**src/base64_stream_decoder_defines.svh**
```systemverilog
// Assertion macros used by the top level of the base64 stream decoder.
`ifndef BASE64_STREAM_DECODER_DEFINES_SVH
`define BASE64_STREAM_DECODER_DEFINES_SVH
`ifndef NO_ASSERTIONS
`define B64D_ASSERT_IMPL(label, clk, rst_n, ante, cons) \
  label: assert property (@(posedge clk) disable iff (!rst_n) (ante) |-> (cons)) \
    else $error("base64 decoder: same-cycle check failed");
`define B64D_ASSERT_NEXT(label, clk, rst_n, ante, cons) \
  label: assert property (@(posedge clk) disable iff (!rst_n) (ante) |=> (cons)) \
    else $error("base64 decoder: next-cycle check failed");
`else
`define B64D_ASSERT_IMPL(label, clk, rst_n, ante, cons)
`define B64D_ASSERT_NEXT(label, clk, rst_n, ante, cons)
`endif
`endif

```
**src/b64d_pkg.sv**
```systemverilog
// Shared types, constants and the alphabet decode function of the base64 decoder.
package b64d_pkg;

  localparam logic [7:0] CharPad   = 8'h3D;
  localparam logic [7:0] CharUpA   = 8'h41;
  localparam logic [7:0] CharUpZ   = 8'h5A;
  localparam logic [7:0] CharLoA   = 8'h61;
  localparam logic [7:0] CharLoZ   = 8'h7A;
  localparam logic [7:0] CharDig0  = 8'h30;
  localparam logic [7:0] CharDig9  = 8'h39;
  localparam logic [7:0] CharPlus  = 8'h2B;
  localparam logic [7:0] CharSlash = 8'h2F;
  localparam logic [6:0] SextetBad = 7'd64;

  // One queue word: the bytes one character produced and how to close them.
  typedef struct packed {
    logic [2:0][7:0] bytes;
    logic [1:0]      nbytes;
    logic            last;
    logic            status;
  } b64d_rec_t;

  typedef struct packed {
    logic full;
    logic empty;
  } b64d_fifo_stat_t;

  // Returns 0..63 for alphabet characters; bit 6 set marks anything else.
  function automatic logic [6:0] sextet_of(input logic [7:0] ch);
    logic [6:0] r;
    r = SextetBad;
    if (ch >= CharUpA && ch <= CharUpZ) begin
      r = 7'(ch - CharUpA);
    end else if (ch >= CharLoA && ch <= CharLoZ) begin
      r = 7'(ch - CharLoA + 8'd26);
    end else if (ch >= CharDig0 && ch <= CharDig9) begin
      r = 7'(ch - CharDig0 + 8'd52);
    end else if (ch == CharPlus) begin
      r = 7'd62;
    end else if (ch == CharSlash) begin
      r = 7'd63;
    end
    return r;
  endfunction

endpackage

```
**src/base64_stream_decoder.sv**
```systemverilog
// Top level of the streaming base64 decoder: front end, word queue and byte emitter.
//
//   channel   handshake      word
//   input     push / full    in_char_i, end_of_input_i
//   result    empty / pop    out_byte_o, byte_valid_o, end_of_output_o, status_o
//
// A character is taken every cycle while the word queue has room; the front end
// decodes it in the cycle it is accepted. The back end moves one byte per cycle
// while its output is free or popped; a complete group of four characters gives three results.
// From accept, a result passes through the queue write and then the output register.
// Reset clears the group store, the flags, the queue pointers and the output valid flag.
// A stalled output fills the queue, and full rises when FifoDepth words wait.
`include "base64_stream_decoder_defines.svh"

module base64_stream_decoder
  import b64d_pkg::*;
#(
  parameter int unsigned FifoDepth = 4
) (
  input  logic       clk_i,
  input  logic       rst_ni,
  input  logic       push,
  output logic       full,
  input  logic [7:0] in_char_i,
  input  logic       end_of_input_i,
  output logic       empty,
  input  logic       pop,
  output logic [7:0] out_byte_o,
  output logic       byte_valid_o,
  output logic       end_of_output_o,
  output logic       status_o
);

  logic            accept;
  logic            rec_push;
  b64d_rec_t       rec_in;
  b64d_rec_t       rec_head;
  logic            rec_pop;
  b64d_fifo_stat_t fifo_stat;

  assign full   = fifo_stat.full;
  assign accept = push && !fifo_stat.full;

  b64d_front u_front (
    .clk_i          (clk_i),
    .rst_ni         (rst_ni),
    .accept_i       (accept),
    .in_char_i      (in_char_i),
    .end_of_input_i (end_of_input_i),
    .rec_valid_o    (rec_push),
    .rec_o          (rec_in)
  );

  b64d_fifo #(
    .Depth (FifoDepth)
  ) u_fifo (
    .clk_i   (clk_i),
    .rst_ni  (rst_ni),
    .push_i  (rec_push),
    .wdata_i (rec_in),
    .pop_i   (rec_pop),
    .rdata_o (rec_head),
    .stat_o  (fifo_stat)
  );

  b64d_back u_back (
    .clk_i           (clk_i),
    .rst_ni          (rst_ni),
    .rec_avail_i     (!fifo_stat.empty),
    .rec_i           (rec_head),
    .rec_pop_o       (rec_pop),
    .pop_i           (pop),
    .empty_o         (empty),
    .out_byte_o      (out_byte_o),
    .byte_valid_o    (byte_valid_o),
    .end_of_output_o (end_of_output_o),
    .status_o        (status_o)
  );

  // Decoded bytes never carry an error status.
  `B64D_ASSERT_IMPL(a_byte_ok_status, clk_i, rst_ni, !empty && byte_valid_o, !status_o)
  // A result without a byte is only the closing word of a message, and it reads zero.
  `B64D_ASSERT_IMPL(a_empty_res_final, clk_i, rst_ni, !empty && !byte_valid_o,
                    end_of_output_o && out_byte_o == 8'd0)
  // The queue is never written while it is full.
  `B64D_ASSERT_IMPL(a_no_push_full, clk_i, rst_ni, rec_push, !fifo_stat.full)
  // A word leaves the queue only when one is there.
  `B64D_ASSERT_IMPL(a_no_pop_empty, clk_i, rst_ni, rec_pop, !fifo_stat.empty)

endmodule

```
**src/b64d_front.sv**
```systemverilog
// Front end: classifies each character and packs the bytes it releases into one word.
module b64d_front
  import b64d_pkg::*;
(
  input  logic       clk_i,
  input  logic       rst_ni,
  input  logic       accept_i,
  input  logic [7:0] in_char_i,
  input  logic       end_of_input_i,
  output logic       rec_valid_o,
  output b64d_rec_t  rec_o
);

  logic [17:0] store_q, store_d;
  logic [1:0]  cnt_q, cnt_d;
  logic        stopped_q, stopped_d;
  logic        error_q, error_d;
  logic [6:0]  sextet;
  logic        live;
  logic [23:0] group;
  logic [17:0] fl_store;
  logic [1:0]  fl_cnt;
  logic        error_n;

  always_comb begin
    sextet    = sextet_of(in_char_i);
    live      = !stopped_q && !error_q;
    group     = {store_q, sextet[5:0]};
    store_d   = store_q;
    cnt_d     = cnt_q;
    stopped_d = stopped_q;
    error_n   = error_q;
    fl_store  = store_q;
    fl_cnt    = 2'd0;
    rec_o     = '0;

    if (live) begin
      if (in_char_i == CharPad) begin
        fl_cnt    = cnt_q;
        stopped_d = 1'b1;
        store_d   = '0;
        cnt_d     = 2'd0;
      end else if (sextet[6]) begin
        error_n = 1'b1;
        store_d = '0;
        cnt_d   = 2'd0;
      end else if (cnt_q == 2'd3) begin
        rec_o.bytes[0] = group[23:16];
        rec_o.bytes[1] = group[15:8];
        rec_o.bytes[2] = group[7:0];
        rec_o.nbytes   = 2'd3;
        store_d        = '0;
        cnt_d          = 2'd0;
      end else begin
        store_d = {store_q[11:0], sextet[5:0]};
        cnt_d   = cnt_q + 2'd1;
        // The end of the message flushes the group including this character.
        if (end_of_input_i) begin
          fl_store = store_d;
          fl_cnt   = cnt_d;
        end
      end
    end

    case (fl_cnt)
      2'd2: begin
        rec_o.bytes[0] = fl_store[11:4];
        rec_o.nbytes   = 2'd1;
      end
      2'd3: begin
        rec_o.bytes[0] = fl_store[17:10];
        rec_o.bytes[1] = fl_store[9:2];
        rec_o.nbytes   = 2'd2;
      end
      default: ;
    endcase

    rec_o.last   = end_of_input_i;
    rec_o.status = error_n;
    error_d      = error_n;

    if (end_of_input_i) begin
      store_d   = '0;
      cnt_d     = 2'd0;
      stopped_d = 1'b0;
      error_d   = 1'b0;
    end

    rec_valid_o = accept_i && (rec_o.nbytes != 2'd0 || end_of_input_i);
  end

  always_ff @(posedge clk_i or negedge rst_ni) begin
    if (!rst_ni) begin
      store_q   <= '0;
      cnt_q     <= 2'd0;
      stopped_q <= 1'b0;
      error_q   <= 1'b0;
    end else if (accept_i) begin
      store_q   <= store_d;
      cnt_q     <= cnt_d;
      stopped_q <= stopped_d;
      error_q   <= error_d;
    end
  end

endmodule

```
**src/b64d_fifo.sv**
```systemverilog
// Short word queue between the front end and the byte emitter.
module b64d_fifo
  import b64d_pkg::*;
#(
  parameter int unsigned Depth = 4
) (
  input  logic            clk_i,
  input  logic            rst_ni,
  input  logic            push_i,
  input  b64d_rec_t       wdata_i,
  input  logic            pop_i,
  output b64d_rec_t       rdata_o,
  output b64d_fifo_stat_t stat_o
);

  localparam int unsigned PtrW = (Depth > 1) ? $clog2(Depth) : 1;
  localparam int unsigned CntW = $clog2(Depth + 1);

  b64d_rec_t         mem_q [Depth];
  logic [PtrW-1:0]   wr_ptr_q, wr_ptr_d;
  logic [PtrW-1:0]   rd_ptr_q, rd_ptr_d;
  logic [CntW-1:0]   count_q, count_d;
  logic              do_wr, do_rd;

  always_comb begin
    stat_o.full  = (count_q == CntW'(Depth));
    stat_o.empty = (count_q == '0);
    do_wr        = push_i && !stat_o.full;
    do_rd        = pop_i && !stat_o.empty;
    rdata_o      = mem_q[rd_ptr_q];

    wr_ptr_d = wr_ptr_q;
    rd_ptr_d = rd_ptr_q;
    if (do_wr) begin
      wr_ptr_d = (wr_ptr_q == PtrW'(Depth - 1)) ? '0 : wr_ptr_q + PtrW'(1);
    end
    if (do_rd) begin
      rd_ptr_d = (rd_ptr_q == PtrW'(Depth - 1)) ? '0 : rd_ptr_q + PtrW'(1);
    end

    count_d = count_q;
    if (do_wr && !do_rd) begin
      count_d = count_q + CntW'(1);
    end else if (do_rd && !do_wr) begin
      count_d = count_q - CntW'(1);
    end
  end

  always_ff @(posedge clk_i) begin
    if (do_wr) begin
      mem_q[wr_ptr_q] <= wdata_i;
    end
  end

  always_ff @(posedge clk_i or negedge rst_ni) begin
    if (!rst_ni) begin
      wr_ptr_q <= '0;
      rd_ptr_q <= '0;
      count_q  <= '0;
    end else begin
      wr_ptr_q <= wr_ptr_d;
      rd_ptr_q <= rd_ptr_d;
      count_q  <= count_d;
    end
  end

endmodule

```
**src/b64d_back.sv**
```systemverilog
// Back end: walks the bytes of the head word into the output register, one per cycle while it is free or popped.
module b64d_back
  import b64d_pkg::*;
(
  input  logic       clk_i,
  input  logic       rst_ni,
  input  logic       rec_avail_i,
  input  b64d_rec_t  rec_i,
  output logic       rec_pop_o,
  input  logic       pop_i,
  output logic       empty_o,
  output logic [7:0] out_byte_o,
  output logic       byte_valid_o,
  output logic       end_of_output_o,
  output logic       status_o
);

  logic [1:0] idx_q, idx_d;
  logic       out_v_q, out_v_d;
  logic [7:0] byte_q, byte_d;
  logic       bv_q, bv_d;
  logic       eoo_q, eoo_d;
  logic       st_q, st_d;
  logic       load;
  logic       no_bytes;
  logic       rec_done;

  always_comb begin
    no_bytes = (rec_i.nbytes == 2'd0);
    rec_done = no_bytes || (idx_q == rec_i.nbytes - 2'd1);
    load     = rec_avail_i && (!out_v_q || pop_i);

    byte_d = no_bytes ? 8'd0 : rec_i.bytes[idx_q];
    bv_d   = !no_bytes;
    eoo_d  = rec_i.last && rec_done;
    st_d   = no_bytes && rec_i.status;

    rec_pop_o = load && rec_done;
    idx_d     = idx_q;
    if (load) begin
      idx_d = rec_done ? 2'd0 : idx_q + 2'd1;
    end

    out_v_d = out_v_q;
    if (load) begin
      out_v_d = 1'b1;
    end else if (pop_i) begin
      out_v_d = 1'b0;
    end
  end

  always_ff @(posedge clk_i or negedge rst_ni) begin
    if (!rst_ni) begin
      idx_q   <= 2'd0;
      out_v_q <= 1'b0;
    end else begin
      idx_q   <= idx_d;
      out_v_q <= out_v_d;
    end
  end

  always_ff @(posedge clk_i) begin
    if (load) begin
      byte_q <= byte_d;
      bv_q   <= bv_d;
      eoo_q  <= eoo_d;
      st_q   <= st_d;
    end
  end

  assign empty_o         = !out_v_q;
  assign out_byte_o      = byte_q;
  assign byte_valid_o    = bv_q;
  assign end_of_output_o = eoo_q;
  assign status_o        = st_q;

endmodule

```
**config.mk**
```make
export PLATFORM = sky130hd
export DESIGN_NAME = base64_stream_decoder
export DESIGN_NICKNAME = d
export VERILOG_FILES = /design/src/b64d_pkg.sv /design/src/base64_stream_decoder.sv /design/src/b64d_front.sv /design/src/b64d_fifo.sv /design/src/b64d_back.sv
export VERILOG_INCLUDE_DIRS = /design/src /design/src/src
export SDC_FILE = /design/constraint.sdc
export NUM_CORES = 1
export LEC_CHECK = 0
export BUFFER_PORTS_ARGS = -buffer_cell sky130_fd_sc_hd__buf_2
export CAP_MARGIN = 15
export CORE_AREA = 10 10 154 156
export CTS_CLUSTER_DIAMETER = 100
export CTS_CLUSTER_SIZE = 10
export DETAILED_ROUTE_END_ITERATION = 8
export DIE_AREA = 0 0 164 166
export GPL_ROUTABILITY_DRIVEN = 0
export HOLD_SLACK_MARGIN = 0.15
export PLACE_DENSITY = 0.51
export SLEW_MARGIN = 40
export SYNTH_ARGS = -nofsm -noshare
export SYNTH_HDL_FRONTEND = slang
export SYNTH_HIERARCHICAL = 1
export SYNTH_SLANG_ARGS = --single-unit
```
**constraint.sdc**
```tcl
create_clock -name clk_i -period 6 [get_ports clk_i]
set_input_delay 1.5 -clock clk_i [delete_from_list [all_inputs] [get_ports clk_i]]
set_output_delay 1.5 -clock clk_i [all_outputs]
set_load 0.03 [all_outputs]
```
==> results.sh, run 1 <==
export IMPL_status="finished, final reports clean"
export IMPL_worstMarginPinSlew_ps=795
export IMPL_first_pass_iters=7
export IMPL_final_antenna_net_count=0
export IMPL_cts_setup_buffers=0
export IMPL_finalSetupViolCount=0
export IMPL_path_clk_slew_ps=60
export IMPL_first_global_vias=4164
export IMPL_synth_top_family_by_area="multiplexers"
export IMPL_start_util_pct=34.6
export IMPL_via_per_inst=5.15
export IMPL_die_width_um=164
export IMPL_max_slew_margin_pct=47.0
export IMPL_synth_edf_count=123
export IMPL_synth_top_area_share_pct=51.7
export IMPL_met3_length_um=492
export IMPL_gr_total_overflow=0
export IMPL_core_um2=20700
export IMPL_clock_sinks=155
export IMPL_async_reset_ff_share_pct=20.6
export IMPL_portBuffers=25
export IMPL_cp_start_kind="input port"
export IMPL_vias=4083
export IMPL_power_density_nw_per_um2=423
export IMPL_top_layer_used="met4"
export IMPL_dp_cells=761
export IMPL_synthCells=476
export IMPL_setup_tns_ps=0
export IMPL_layout_commonest_cell="edfxtp_1"
export IMPL_min_path_type="flop to flop"
export IMPL_wl_per_cell_um=19.1
export IMPL_p_leak_nw=2.98
export IMPL_stdcell_count=793
export IMPL_drc_errors=0
export IMPL_synth_simple_gate_area_share_pct=8.42
export IMPL_cts_buffer_depth=2
export IMPL_area_growth_pct=13.9
export IMPL_crit_path_end_kind="flop"
export IMPL_row_count=53
export IMPL_rsz0062_at_grt="no"
export IMPL_clkLatencyLatePin_ps=420
export IMPL_die_h_um=166
export IMPL_power_mw=3.44
export IMPL_die_area_um2=27200
export IMPL_dpl_hpwl_mm=10.0
export IMPL_cts_hold_buffers_added=0
export IMPL_clock_skew_ps=9.16
export IMPL_met1_length_mm=7.05
export IMPL_synthAdderAreaFrac_pct=3.08
export IMPL_synthTopCellsByArea="edfxtp_1 52%, dfrtp_1 11%, mux4_2 8.8%"
export IMPL_fmax_ghz=0.213
export IMPL_synth_seq_cells=155
export IMPL_synth_xor_area_share_pct=0.980
export IMPL_ys_types=71
export IMPL_ir_drop_mv=0.142
export IMPL_grt_total_usage_pct=11.4
export IMPL_yosysSeqAreaShare_pct=62.9
export IMPL_cpPeakStageDelay_ps=470
export IMPL_max_cap_violations=0
export IMPL_fillers=1953
export IMPL_cp_required_ps=6350
export IMPL_synth_compound_area_share_pct=10.2
export IMPL_min_period_over_period_pct=78.2
export IMPL_finalHoldViolations=0
export IMPL_slowest_stage="nor3_2"
export IMPL_syn_cell_area_um2=7150
export IMPL_slew_violations=0
export IMPL_cts_resized=0
export IMPL_grt_max_degree=33
export IMPL_layout_common_cells="123 x edfxtp_1, 34 x nand2_1, 30 x dfrtp_1, 28 x mux4_2, 25 x inv_1"
export IMPL_fin_nets=535
export IMPL_route_met2_wl_mm=7.42
export IMPL_crit_fanout=10
export IMPL_numCtsBuffers=17
export IMPL_synthMuxAreaShare_pct=11.3
export IMPL_ff2ff_setup_slack_ps=2380
export IMPL_avgSynthCellArea_um2=15.0
export IMPL_insertedDiodeCount=0
export IMPL_grt_pass1_wl_mm=24.0
export IMPL_cts_tree="yes"
export IMPL_arrival_ps=5040
export IMPL_synth_warnings=6
export IMPL_path_cells="buf_2 -> inv_1 -> ha_1 -> and4bb_1 -> and3b_1 -> and2_1 -> o21ai_1 -> nor3_2 -> o31a_1 -> nor2b_4 -> ha_1 -> inv_1 -> fa_1 -> xor2_1 -> nor2_1 -> xor2_1"
export IMPL_root_buffer="clkbuf_16"
export IMPL_ios=26
export IMPL_drtIter0Drc=249
export IMPL_fin_crit_ps=4690
export IMPL_synthesis_nets=506
export IMPL_worstSetupPathType="input port to flop"
export IMPL_cts_max_level=4
export IMPL_layout_drive_gt1_share_pct=21.8
export IMPL_drt_wl_total_mm=15.1
export IMPL_yosys_area_top_type="edfxtp_1"
export IMPL_synth_ff_type="edfxtp_1"
export IMPL_antenna_found_initial=0
[worst max-delay path, delay by kind of cell]
kind | cells | cell delay, ps
and+or+nand+nor | 6 | 1610
adders and majority gates | 3 | 830
AOI/OAI and AO/OA | 2 | 420
buffers and inverters | 3 | 370
xor gates and xnor gates | 2 | 290
[cells in the mapped netlist (7+ instances only)]
library cell  count
a21oi_1          18
a22o_1           21
and2_1            9
buf_2             7
clkbuf_1          8
dfrtp_1          32
edfxtp_1        123
ha_1             16
inv_1            25
mux2i_1          11
mux4_2           28
nand2_1          34
nor2_1           23
o21ai_0           7
or2_0             8
[cell families after synthesis]
family,count (synthesis)
flops,155
simple gates,111
compound gates,92
buf+inv,49
mux,44
fa+ha+maj,17
xor+xnor,8
[area by class of cell]
class                      instances  area (µm²)  area share, %
multi-input combinational        272        2440           29.9
tap                              275         344           4.22
clock inverter                    11         119           1.46
sequential                       155        4500           55.2
timing repair buffer              34         195           2.40
inverter                          25        93.8           1.15
clock buffer                      21         460           5.65
[where the power goes]
part	total, mW	internal, mW	switching (mW)
combinational	0.903	0.408	0.495
clock	1.04	0.632	0.409
sequential	1.50	1.34	0.156
[metrics by stage]
step | worst slack [ps] | util (%) | area (µm²) | hold WS (ps)
after global routing | 1020 | 39.4 | 8150 | 517
after CTS | 1030 | 39.3 | 8140 | 508
after floorplan | 692 | - | 7150 | 471
final | 1310 | 39.4 | 8150 | 507
after global placement | 753 | 36.5 | 7560 | 486
after detailed placement | 604 | 36.5 | 7560 | 492
[state kept, by name, indices dropped and copies added (netlist names), 2 cells and up]
signal             count
u_fifo/mem_q         112
u_front/store_q       18
u_back/out_byte_o      8
u_fifo/count_q         3
u_back/idx_q           2
u_fifo/rd_ptr_q        2
u_fifo/wr_ptr_q        2
u_front/cnt_q          2
[worst paths after layout]
kind / start / endpoint / cells after the start
hold / removal: u_front/store_q[16] / u_front/store_q[16] / 1
max in group asynchronous: rst_ni / u_fifo/rd_ptr_q[1] / 1
hold reg to reg: u_front/store_q[16] / u_front/store_q[16] / 1
setup reg to reg: u_fifo/rd_ptr_q[1] / u_fifo/count_q[1] / 10
setup / recovery: in_char_i[0] / u_fifo/count_q[2] / 16
min in group asynchronous: rst_ni / u_back/idx_q[0] / 1
[layer usage]
layer  GRT usage [%]  up-vias
li1                -     1897
met1            15.5     2091
met2            17.8       83
met3            2.21       12
met4            3.96        0
met5               0        -
Note: power is estimated with default switching activity, not from simulation.
==> run 2, diff against run 1 <==
--- a/config.mk
+++ b/config.mk
@@ -15,7 +15,7 @@
 export DIE_AREA = 0 0 164 166
 export GPL_ROUTABILITY_DRIVEN = 0
 export HOLD_SLACK_MARGIN = 0.15
-export PLACE_DENSITY = 0.51
+export PLACE_DENSITY = 0.53
 export SLEW_MARGIN = 40
 export SYNTH_ARGS = -nofsm -noshare
 export SYNTH_HDL_FRONTEND = slang
==> constraint.sdc (replaced) <==
create_clock -name clk_i -period 4.1 [get_ports clk_i]
set_input_delay 1.025 -clock clk_i [delete_from_list [all_inputs] [get_ports clk_i]]
set_output_delay 1.025 -clock clk_i [all_outputs]
set_load 0.03 [all_outputs]
==> run 2 against run 1 <==
Critical path depth decreased by 2. Total power increased by 51%. Cell area increased by 2.0%. Non-clock buffer count increased by 12. Clock power increased by 59%. Register-to-register slack got worse by 1400 ps. Routed wire length decreased by 0.98%. Worst setup slack got worse by 950 ps. Sequential cell count unchanged. Sequential share of layout area decreased by 1.1 points.
==> results.sh, run 2 (synthesis gave the netlist of run 1 again) <==
export IMPL_cts_tree="yes"
export IMPL_regArea_um2=4500
export IMPL_largest_reg_flops=112
export IMPL_max_slew_margin_pct=47.3
export IMPL_area_growth_pct=16.3
export IMPL_fillers=1930
export IMPL_arrival_ps=4040
export IMPL_via_per_inst=5.15
export IMPL_min_path_type="flop to flop"
export IMPL_power_density_nw_per_um2=624
export IMPL_antenna_found_initial=0
export IMPL_regMostFlops="u_fifo/mem_q"
export IMPL_root_buffer="clkbuf_16"
export IMPL_cts_buffer_depth=2
export IMPL_r2r_start="u_fifo/rd_ptr_q[0]"
export IMPL_cp_start_kind="input port"
export IMPL_vias=4149
export IMPL_first_global_vias=4298
export IMPL_multi_input_area_um2=2440
export IMPL_worstMarginPinSlew_ps=790
export IMPL_power_mw=5.19
export IMPL_cts_resized=0
export IMPL_finalHoldViolations=0
export IMPL_drt_wl_total_mm=15.0
export IMPL_cp_required_ps=4390
export IMPL_path_clk_slew_ps=60
export IMPL_insertedDiodeCount=0
export IMPL_final_antenna_net_count=0
export IMPL_hp_start="u_front/store_q[15]"
export IMPL_p_leak_nw=3.07
export IMPL_hold_path_depth=1
export IMPL_die_area_um2=27200
export IMPL_layout_commonest_cell="edfxtp_1"
export IMPL_ios=26
export IMPL_grt_pass1_wl_mm=24.2
export IMPL_crit_path_start="in_char_i[0]"
export IMPL_portBuffers=25
export IMPL_clock_skew_ps=12.4
export IMPL_first_pass_iters=6
export IMPL_rsz0062_at_grt="no"
export IMPL_grt_total_usage_pct=11.4
export IMPL_cts_hold_buffers_added=0
export IMPL_crit_fanout=10
export IMPL_gr_total_overflow=0
export IMPL_cts_setup_buffers=0
export IMPL_fin_area_um2=8310
export IMPL_layout_drive_gt1_share_pct=24.3
export IMPL_fin_nets=547
export IMPL_ir_drop_mv=0.267
export IMPL_clkLatencyLatePin_ps=410
export IMPL_layout_common_cells="123 x edfxtp_1, 34 x nand2_1, 31 x dfrtp_1, 28 x mux4_2, 25 x inv_1"
export IMPL_max_cap_violations=0
export IMPL_grt_max_degree=33
export IMPL_cts_max_level=4
export IMPL_slew_violations=0
export IMPL_fmax_ghz=0.267
export IMPL_rr_worst_depth=11
export IMPL_finalSetupViolCount=0
export IMPL_die_width_um=164
export IMPL_drtIter0Drc=302
export IMPL_dpl_hpwl_mm=10.2
export IMPL_status="finished, final reports clean"
export IMPL_crit_path_end_kind="flop"
export IMPL_drc_errors=0
export IMPL_core_um2=20700
export IMPL_start_util_pct=34.6
export IMPL_numCtsBuffers=17
export IMPL_placed_area_um2=7670
export IMPL_wl_per_cell_um=18.6
export IMPL_fin_crit_ps=3750
export IMPL_worstSetupPathType="input port to flop"
export IMPL_min_period_over_period_pct=91.4
export IMPL_die_h_um=166
export IMPL_row_count=53
export IMPL_clock_sinks=155
==> run 2: cell count changes in the layout (fill, tap and decap cells not counted), moves of 2 or more <==
cell,before,now
and2_1,9,6
buf_4,10,21
bufinv_16,2,4
and2_2,0,3
==> run 2: layout make-up <==
type                       count  share of cell area [%]
inverter                      25                    1.13
multi-input combinational    272                    29.4
clock buffer                  21                    5.66
clock inverter                11                    2.00
timing repair buffer          46                    3.58
tap                          275                    4.14
sequential                   155                    54.1
==> run 2: metal layers <==
layer / GRT usage [%] / vias up / share of wire [%]
met5: 0 / - / 0
met4: 3.89 / 0 / 1.0
met3: 2.38 / 10 / 4.2
met2: 18.0 / 92 / 50
met1: 15.1 / 2115 / 45
li1: - / 1932 / -
==> run 2: report_power, final <==
| group | switching, mW | internal, mW |
|---|---|---|
| Clock | 0.590 | 1.07 |
| Combinational | 0.835 | 0.614 |
| Sequential | 0.119 | 1.97 |
==> run 2: path summary, 6_finish.rpt <==
check	to	slack, ps
worst max-delay path	u_fifo/count_q[1]	350
worst min-delay path	u_front/store_q[15]	510
worst max register to register	u_fifo/count_q[1]	940
worst min register to register	u_front/store_q[15]	510
max in group asynchronous	u_fifo/rd_ptr_q[0]	3220
min in group asynchronous	u_back/out_v_q	550
==> run 2: per-stage QoR <==
stage          util [%]  setup TNS [ps]  hold WS (ps)  worst slack [ps]  std cells
6_report           40.2               0           506               353        805
4_1_cts            40.2               0           507               388        805
3_3_place_gp       37.1               0           484              40.5        773
3_5_place_dp       37.1            -247           491             -53.2        773
5_1_grt            40.2               0           523               166        805
2_1_floorplan         -               0           471              17.3        476
==> run 2: critical path: stages <==
cell,delay (ps)
buf_2,160
inv_1,120
ha_1,230
and4bb_1,300
a311oi_2,80
or3_1,400
o21ai_2,170
nor3_2,70
o31a_1,320
nor2b_4,150
ha_1,230
inv_1,80
fa_1,400
mux2_1,290
